==> config.mk <==
export PLATFORM = sky130hd
export DESIGN_NAME = system_tick_timekeeper
export DESIGN_NICKNAME = d
export VERILOG_FILES = /design/src/hdl/stt_pkg.sv /design/src/hdl/stt_engine.sv /design/src/hdl/system_tick_timekeeper.sv
export SDC_FILE = /design/constraint.sdc
export NUM_CORES = 1
export LEC_CHECK = 0
export CAP_MARGIN = 20
export CORE_MARGIN = 5
export CORE_UTILIZATION = 50
export CTS_CLUSTER_SIZE = 40
export DETAILED_ROUTE_END_ITERATION = 8
export DONT_BUFFER_PORTS = 1
export SETUP_SLACK_MARGIN = 0.4
export SYNTH_ARGS = -nofsm -noshare
export SYNTH_HDL_FRONTEND = slang
export SYNTH_HIERARCHICAL = 1
export SYNTH_SLANG_ARGS = --single-unit
==> constraint.sdc <==
create_clock -name clk -period 8.1 [get_ports clk]
set_clock_uncertainty 0.15 [all_clocks]
set_input_delay 0.81 -clock clk [delete_from_list [all_inputs] [get_ports clk]]
set_output_delay 0.81 -clock clk [all_outputs]
set_load 0.01 [all_outputs]
==> src/hdl/stt_pkg.sv <==
// Shared types, command codes and constants for the system tick timekeeper.
// No dependencies; imported by every module of the block.
package stt_pkg;

  localparam int unsigned TOP_STATE   = 5;
  localparam int unsigned LAST_STATE  = 6;
  localparam int unsigned APB_ADDR_W  = 3;
  localparam int unsigned APB_DATA_W  = 32;

  localparam logic [7:0]  TICK_PERIOD_RESET = 8'd10;
  localparam logic [7:0]  LED_PHASE_LIMIT   = 8'd10;
  localparam logic [15:0] MS_ROLLOVER       = 16'd60000;
  localparam logic [8:0]  SECOND_LIMIT      = 9'd100;
  localparam logic [7:0]  TENS_UNKNOWN      = 8'hff;
  localparam logic [15:0] PATTERN_RESET     = 16'hffff;

  // register index taken from paddr[2]
  localparam logic REG_TICK_PERIOD = 1'b0;

  typedef enum logic [2:0] {
    CMD_TICK       = 3'd0,
    CMD_SET_DELAY  = 3'd1,
    CMD_TAKE_RUN   = 3'd2,
    CMD_TAKE_SEC   = 3'd3,
    CMD_SET_STATE  = 3'd4,
    CMD_LOAD_TIME  = 3'd5
  } cmd_t;

  typedef logic [15:0] pattern_tbl_t [LAST_STATE+1];

  localparam pattern_tbl_t PATTERN_TBL = '{
    16'hffff, 16'h3333, 16'h0000, 16'h0001, 16'h000f, 16'h00ff, 16'h00f7
  };

  typedef struct packed {
    logic        led;
    logic        run_flag;
    logic        second_flag;
    logic [15:0] delay_value;
    logic [7:0]  tens_minutes;
    logic [15:0] ms_count;
    logic [31:0] tick_total;
  } stt_result_t;

  // pattern for a state index, clamped to the top state
  function automatic logic [15:0] pattern_for(input logic [15:0] sel);
    logic [15:0] s;
    s = sel;
    if (s > 16'(TOP_STATE)) s = 16'(TOP_STATE);
    if (s > 16'(LAST_STATE)) s = 16'(LAST_STATE);
    return PATTERN_TBL[s[2:0]];
  endfunction

endpackage

==> src/hdl/stt_engine.sv <==
// Timekeeping state and per-command update logic.
// Depends on stt_pkg; state advances on each transfer, result is combinational.
module stt_engine (
  input  logic                clk,
  input  logic                rst,
  input  logic                accept,
  input  logic [2:0]          cmd,
  input  logic [15:0]         value,
  input  logic [7:0]          tick_period,
  output stt_pkg::stt_result_t result
);
  import stt_pkg::*;

  logic [15:0] led_pattern, led_pattern_next;
  logic [7:0]  led_phase, led_phase_next;
  logic        led_level, led_level_next;
  logic [15:0] ms_accum, ms_accum_next;
  logic [7:0]  tens_count, tens_count_next;
  logic [15:0] main_countdown, main_countdown_next;
  logic [15:0] reload_delay, reload_delay_next;
  logic [8:0]  second_accum, second_accum_next;
  logic        run_pending, run_pending_next;
  logic        second_pending, second_pending_next;
  logic [31:0] total_ticks, total_ticks_next;

  logic [7:0]  phase_sum;
  logic [16:0] ms_sum;
  logic [15:0] cd_dec;
  logic [8:0]  sec_sum;

  assign phase_sum = led_phase + tick_period;
  assign ms_sum    = {1'b0, ms_accum} + {9'd0, tick_period};
  assign cd_dec    = main_countdown - 16'd1;
  assign sec_sum   = second_accum + {1'b0, tick_period};

  always_comb begin
    led_pattern_next     = led_pattern;
    led_phase_next       = led_phase;
    led_level_next       = led_level;
    ms_accum_next        = ms_accum;
    tens_count_next      = tens_count;
    main_countdown_next  = main_countdown;
    reload_delay_next    = reload_delay;
    second_accum_next    = second_accum;
    run_pending_next     = run_pending;
    second_pending_next  = second_pending;
    total_ticks_next     = total_ticks;

    unique case (cmd)
      CMD_TICK: begin
        led_phase_next = phase_sum;
        if (phase_sum > LED_PHASE_LIMIT) begin
          led_phase_next   = phase_sum - LED_PHASE_LIMIT;
          led_level_next   = led_pattern[15];
          led_pattern_next = {led_pattern[14:0], led_pattern[15]};
        end
        if (tens_count != TENS_UNKNOWN) begin
          if (ms_sum >= {1'b0, MS_ROLLOVER}) begin
            ms_accum_next   = '0;
            tens_count_next = tens_count + 8'd1;
          end else begin
            ms_accum_next = ms_sum[15:0];
          end
        end
        if (main_countdown != '0) begin
          main_countdown_next = cd_dec;
          if (cd_dec == '0) begin
            run_pending_next    = 1'b1;
            main_countdown_next = reload_delay;
          end
        end
        second_accum_next = sec_sum;
        if (sec_sum >= SECOND_LIMIT) begin
          second_accum_next   = sec_sum - SECOND_LIMIT;
          second_pending_next = 1'b1;
        end
        total_ticks_next = total_ticks + 32'd1;
      end
      CMD_SET_DELAY: begin
        reload_delay_next = value;
        if (main_countdown == '0) main_countdown_next = value;
      end
      CMD_TAKE_RUN:  run_pending_next = 1'b0;
      CMD_TAKE_SEC:  second_pending_next = 1'b0;
      CMD_SET_STATE: led_pattern_next = pattern_for(value);
      CMD_LOAD_TIME: begin
        tens_count_next = (value[15:8] != '0) ? TENS_UNKNOWN : value[7:0];
        ms_accum_next   = '0;
      end
      default: ;
    endcase
  end

  // taken flag reports its value before clearing
  always_comb begin
    result.led          = led_level_next;
    result.run_flag     = (cmd == CMD_TAKE_RUN) ? run_pending : run_pending_next;
    result.second_flag  = (cmd == CMD_TAKE_SEC) ? second_pending : second_pending_next;
    result.delay_value  = reload_delay_next;
    result.tens_minutes = tens_count_next;
    result.ms_count     = ms_accum_next;
    result.tick_total   = total_ticks_next;
  end

  always_ff @(posedge clk) begin
    if (rst) begin
      led_pattern     <= PATTERN_RESET;
      led_phase       <= '0;
      led_level       <= 1'b0;
      ms_accum        <= '0;
      tens_count      <= TENS_UNKNOWN;
      main_countdown  <= '0;
      reload_delay    <= '0;
      second_accum    <= '0;
      run_pending     <= 1'b0;
      second_pending  <= 1'b0;
      total_ticks     <= '0;
    end else if (accept) begin
      led_pattern     <= led_pattern_next;
      led_phase       <= led_phase_next;
      led_level       <= led_level_next;
      ms_accum        <= ms_accum_next;
      tens_count      <= tens_count_next;
      main_countdown  <= main_countdown_next;
      reload_delay    <= reload_delay_next;
      second_accum    <= second_accum_next;
      run_pending     <= run_pending_next;
      second_pending  <= second_pending_next;
      total_ticks     <= total_ticks_next;
    end
  end

endmodule

==> src/hdl/system_tick_timekeeper.sv <==
// System tick timekeeper top level: APB register, input handshake, result register.
// Depends on stt_pkg and stt_engine.
// Result valid in the cycle after the input transfer; throughput one item per cycle.
// The result register frees itself on the same edge it is taken, so input flows while
// output is not stalled; input stalls only while a held result is stalled.
// Synchronous active-high reset: tick_period = 10, all state to its reset value, no result.
module system_tick_timekeeper (
  input  logic                           clk,
  input  logic                           rst,
  input  logic                           psel,
  input  logic                           penable,
  input  logic                           pwrite,
  input  logic [stt_pkg::APB_ADDR_W-1:0] paddr,
  input  logic [stt_pkg::APB_DATA_W-1:0] pwdata,
  output logic [stt_pkg::APB_DATA_W-1:0] prdata,
  output logic                           pready,
  input  logic                           in_valid,
  output logic                           in_stall,
  input  logic [2:0]                     cmd,
  input  logic [15:0]                    value,
  output logic                           out_valid,
  input  logic                           out_stall,
  output logic                           led,
  output logic                           run_flag,
  output logic                           second_flag,
  output logic [15:0]                    delay_value,
  output logic [7:0]                     tens_minutes,
  output logic [15:0]                    ms_count,
  output logic [31:0]                    tick_total
);
  import stt_pkg::*;

  logic [7:0]  tick_period_q;
  logic        accept;
  logic        reg_hit;
  stt_result_t result;
  stt_result_t out_q;

  assign pready  = 1'b1;
  assign reg_hit = (paddr[2] == REG_TICK_PERIOD);

  always_ff @(posedge clk) begin
    if (rst) begin
      tick_period_q <= TICK_PERIOD_RESET;
    end else if (psel && penable && pwrite && pready && reg_hit) begin
      tick_period_q <= pwdata[7:0];
    end
  end

  assign prdata = reg_hit ? {24'd0, tick_period_q} : '0;

  assign in_stall = out_valid && out_stall;
  assign accept   = in_valid && !in_stall;

  stt_engine u_engine (
    .clk         (clk),
    .rst         (rst),
    .accept      (accept),
    .cmd         (cmd),
    .value       (value),
    .tick_period (tick_period_q),
    .result      (result)
  );

  always_ff @(posedge clk) begin
    if (rst) begin
      out_valid <= 1'b0;
    end else if (!in_stall) begin
      out_valid <= in_valid;
    end
    if (accept) out_q <= result;
  end

  assign led          = out_q.led;
  assign run_flag     = out_q.run_flag;
  assign second_flag  = out_q.second_flag;
  assign delay_value  = out_q.delay_value;
  assign tens_minutes = out_q.tens_minutes;
  assign ms_count     = out_q.ms_count;
  assign tick_total   = out_q.tick_total;

endmodule

* Word-level counts from Yosys, hierarchy flattened
Memory sizes are Yosys's and may differ from the RTL's.
Cells that the tools add are included.
** Cells by class
- Magnitude comparators :: 6
- $mul :: 0
- Add/sub/neg operators :: 8
- Divide/modulo/power cells :: 0
- Bitwise operators :: 2
- Mux-type cells :: 33
- Equal/unequal tests :: 9
- Reductions and logical operators :: 16
- Shift-type cells :: 0
** Operators with widths (count)
- $mux 16 :: 11
- $pmux 16 s2 :: 3
- $mux 8 :: 5
- $add 32x1->32 const B :: 1
- $gt 16x3->1 const B :: 2
- $logic_not 16->1 :: 2
- $mux 32 :: 1
- $add 16x8->17 :: 1
- $ge 17x16->1 const B :: 1
- $pmux 8 s2 :: 1
- $reduce_bool 16->1 :: 1
- $sub 16x1->16 const B :: 1
- $add 9x8->9 :: 1
- $ge 9x7->1 const B :: 1
- $mux 9 :: 1
- $sub 9x7->9 const B :: 1
- $add 8x1->8 const B :: 1
- $add 8x8->8 :: 1
- $gt 8x4->1 const B :: 1
- $ne 8x8->1 const B :: 1
- $reduce_bool 8->1 :: 1
- $sub 8x4->8 const B :: 1
- $mux 1 :: 7
- $eq 3x2->1 const B :: 2
- 15 further kinds :: 25
** Storage, ports and cells
- Logic and storage cells :: 95
- Register bits :: 208
- Output and inout bits :: 110
- RAM bits :: 0
- Bits in latches :: 0
- Input port bits :: 61
- Memories :: 1
- ROM bits :: 128
** Memories
- (no name shown) :: depth 8, bits a word 16, read ports 1, clocked after memory_dff 0, wr ports 0, line stt_pkg.sv:51 : return PATTERN_TBL[s[2:0]];

* Logic depth before layout (Yosys ltp)
- Word-level depth :: 11
- Mapped depth :: 13
- Gate-level depth less buffers :: 12

* Modules after synthesis
Netlist, hierarchy kept.
** Modules (own cells, without submodules)
- stt_engine :: area an instance 8607.0 µm², cells each 1159, times used 1
- system_tick_timekeeper :: area an instance 2914.0 µm², cells each 150, times used 1

* Least setup slack after synthesis
OpenSTA, ideal clock, no wires.
- Path type :: in2reg
- From :: in out_stall
- To :: reg u_engine.main_countdown[14]
- Arrival time :: 6.454 ns
- Path slack :: 1.393 ns
- Data required time :: 7.847 ns
- Stages :: 9
- Path buffers :: 1
- Cells stage by stage :: and2_1 > nor2b_1 > inv_1 > nor2_2 > and2_1 > o21bai_1 > clkbuf_1 > nor2_1 > a2111oi_2
** On the way
- Longest elaborated chain between the ends :: 4
** RTL lines
- start, declared :: line system_tick_timekeeper.sv:22 : input logic out_stall,
- $logic_and 1x1->1 :: line system_tick_timekeeper.sv:52 : assign in_stall = out_valid && out_stall;
- $logic_not 1->1
- $logic_and 1x1->1 :: line system_tick_timekeeper.sv:53 : assign accept = in_valid && !in_stall;
- net accept :: line system_tick_timekeeper.sv:34 : logic accept;
- $reduce_and 4->1 (no source line)
- end signal, assigned :: line stt_engine.sv:124 : main_countdown <= main_countdown_next;
- end, declared :: line stt_engine.sv:19 : logic [15:0] main_countdown, main_countdown_next;
The timed path passes the listed nets, and every way through them passes these cells.
A chain may end at the register's enable or synchronous reset.

==> flow_summary.toml <==
[timing]
fmax_mhz = 239
hold_viol = 0
finalSetupViolations = 0
fin_crit_ns = 4.18
grt_setup_unrepaired = "no"
finalSetupTns_ns = 0
tightest_slew_ns = 0.772
hold_slack_ns = 0.235
setup_ws_ns = 3.92
min_period_over_period_pct = 51.6
slew-limit-headroom_pct = 48.5
drv_slew = 0

[cts]
h-tree-depth = 1
cts_max_path_buffers = 3
cts_root_buf = "clkbuf_16"
cts-hold-fix-buffers = 0
cts.sinks = 208
cts_buffers = 23
cts_tree = "yes"
cts_resized = 0
clkLatencyLatePin_ns = 0.51
clk_pin_slew_ns = 0.06
post_cts_buffers = 0

[synth]
yosysWarnings = 6
syn_area_um2 = 11500
async_reset_ff_share_pct = 0
postSynthAreaPerCell_um2 = 8.80
seq_area_frac_synth_pct = 42.7
ys_ff_latch = 208
synthCells = 1309
synth_enable_flop_cells = 75
synthFlopType = "dfxtp_1"
ys_types = 80

[global_routing]
grtUsageTotal_pct = 19.3
antenna_found_initial = 0
grtUsageMet1_pct = 28.3
grt_start_max_net_pins = 138
gr-usage-met3_pct = 3.30
busiest_layer = "met2"
grt_pass1_wl_mm = 42.6
use_met2_pct = 30.4
grt_pass1_vias = 8048
grt_overflow = 0

[layout]
nFillCells = 2044
nNetsFinal = 1358
area_growth_pct = 6.73
mostFrequentLayoutCells = "nand2_1, nor2_1, dfxtp_1"
design_area_um2 = 12300
antenna_cells = 0
layout_commonest_cell = "nand2_1"
drive_gt1_share_pct = 7.27

[place]
hpwl_mm = 17.5
port_buffers = 0
gp_congestion = 0.815
place_area_um2 = 11600
dp_slack_ns = 3.80

[detailed_routing]
viasPerCell = 5.69
vias = 8901
avgRoutedWirePerCell_um = 16.8
drt-initial-drc-count = 501
routed_wl_mm = 26.3
drc = 0
drt_pass1_iterations = 5
ant_nets = 0

[hold_path]
worstHoldStart = "rst"
hp-class = "in2reg"

[die]
die_width_um = 162
coreArea_um2 = 22600
dieArea_um2 = 26200
ios = 171
initial_core_util_pct = 50.9
die_y_um = 162
rows = 55

[critical_path]
worstSetupEndpointType = "flip-flop"
cp-start-kind = "flip-flop"
crit_path_max_fanout = 8
criticalPathCategory = "reg2reg"
worstPathRequired_ns = 8.19
r2r_start = "tick_period_q[1]"
critPathLaunch = "tick_period_q[1]"
arrival_ns = 4.27

[pwr]
peakVddDrop_mv = 0.118
powerDensity_nw_per_um2 = 202
p_leak_nw = 4.76

[status]
status = "finished, final reports clean"

[job]
max-cap-violations = 0
## critical path: stages (launching register included)
cell and delay, ns:
dfxtp_1 0.58, inv_1 0.12, fa_1 0.48, nand2b_1 0.18, a21oi_1 0.27, o21ai_2 0.18, nor2_1 0.30, o211ai_1 0.16
o22a_1 0.30, o21ai_0 0.57, buf_4 0.27, nor3_1 0.06, a221o_1 0.30
## through the flow
stage	power (mW)	instances	utilization, %
after global routing	2.61	1565	54.3
final	2.49	1565	54.3
after floorplan	1.47	1332	-
after detailed placement	1.51	1522	51.1
after CTS	2.53	1564	54.2
after global placement	1.51	1521	51.0
## Yosys cell counts (all sizes together) (3+ instances only)
master,instances,area share [%]
nor2,158,5.2
a31o,7,0.53
nand2b,19,1.0
nand3b,7,0.46
nor2b,5,0.27
xor2,61,4.6
and2,12,0.65
a2bb2oi,3,0.23
ha,31,3.4
o31ai,7,0.46
nor3,29,1.3
nand3,41,1.8
and3b,4,0.30
edfxtp,75,20
a21oi,84,3.6
o21bai,5,0.33
a311oi,5,0.38
a211oi,23,1.5
a2111oi,14,1.8
and3,23,1.3
nand2,191,6.2
and4,5,0.38
o311ai,3,0.23
o211ai,12,0.78
and2b,8,0.61
inv,24,0.78
clkbuf,64,2.1
dfxtp,133,23
xnor2,41,3.1
a22oi,4,0.26
o22ai,6,0.33
nor4,8,0.62
o21a,3,0.20
buf,42,2.5
o21ai,40,1.8
or3,9,0.49
o221ai,3,0.23
fa,3,0.52
a21o,10,0.65
a32oi,8,0.61
a22o,8,0.61
nand4,14,0.89
a31oi,14,0.76
mux2i,15,1.3
## layer usage
layer / part of all wire, % / vias to the layer above
li1: - / 4496
met1: 47 / 4191
met2: 46 / 186
met3: 5.1 / 28
met4: 1.4 / 0
met5: 0 / -
## flip-flops by register name, summed over array words and instances (netlist names), 9 cells and up
| name | cells |
|---|---|
| delay_value | 16 |
| ms_count | 16 |
| u_engine/second_accum | 9 |
| u_engine/reload_delay | 16 |
| u_engine/main_countdown | 16 |
| tick_total | 32 |
| u_engine/ms_accum | 16 |
| u_engine/total_ticks | 32 |
| u_engine/led_pattern | 16 |
## path summary, 6_finish.rpt
path / end / slack [ns] / cells past startpoint
min reg2reg: u_engine/second_accum[0] / 0.31 / 2
min: u_engine/second_accum[4] / 0.24 / 1
max reg2reg: ms_count[9] / 3.92 / 12
max: ms_count[9] / 3.92 / 12
## power by group
group	leakage, nW	internal, mW	switching [mW]
registers	1.82	1.13	0.0464
clock network	0.356	0.584	0.415
logic	2.58	0.126	0.193
total	4.76	1.84	0.654
## logic make-up (layout without fill, tap and decap cells)
family	Yosys count	after routing	synth area share [%]
flops	208	208	42.7
compound gates	273	273	16.5
other cells	2	25	0.0652
xor+xnor	102	102	7.75
mux	17	17	1.50
simple gates	543	543	22.3
fa+ha+maj	34	34	3.89
buf+inv	130	78	5.36
## cell type report
class                      count  area (µm²)  share of cell area (%)
sequential                   208        4910                    40.0
timing repair buffer          12         118                   0.956
inverter                      24        90.1                   0.733
clock inverter                10        83.8                   0.682
tap                          285         357                    2.90
multi-input combinational    994        6090                    49.6
clock buffer                  32         639                    5.20
No activity file was read; power rests on OpenSTA's default activity.
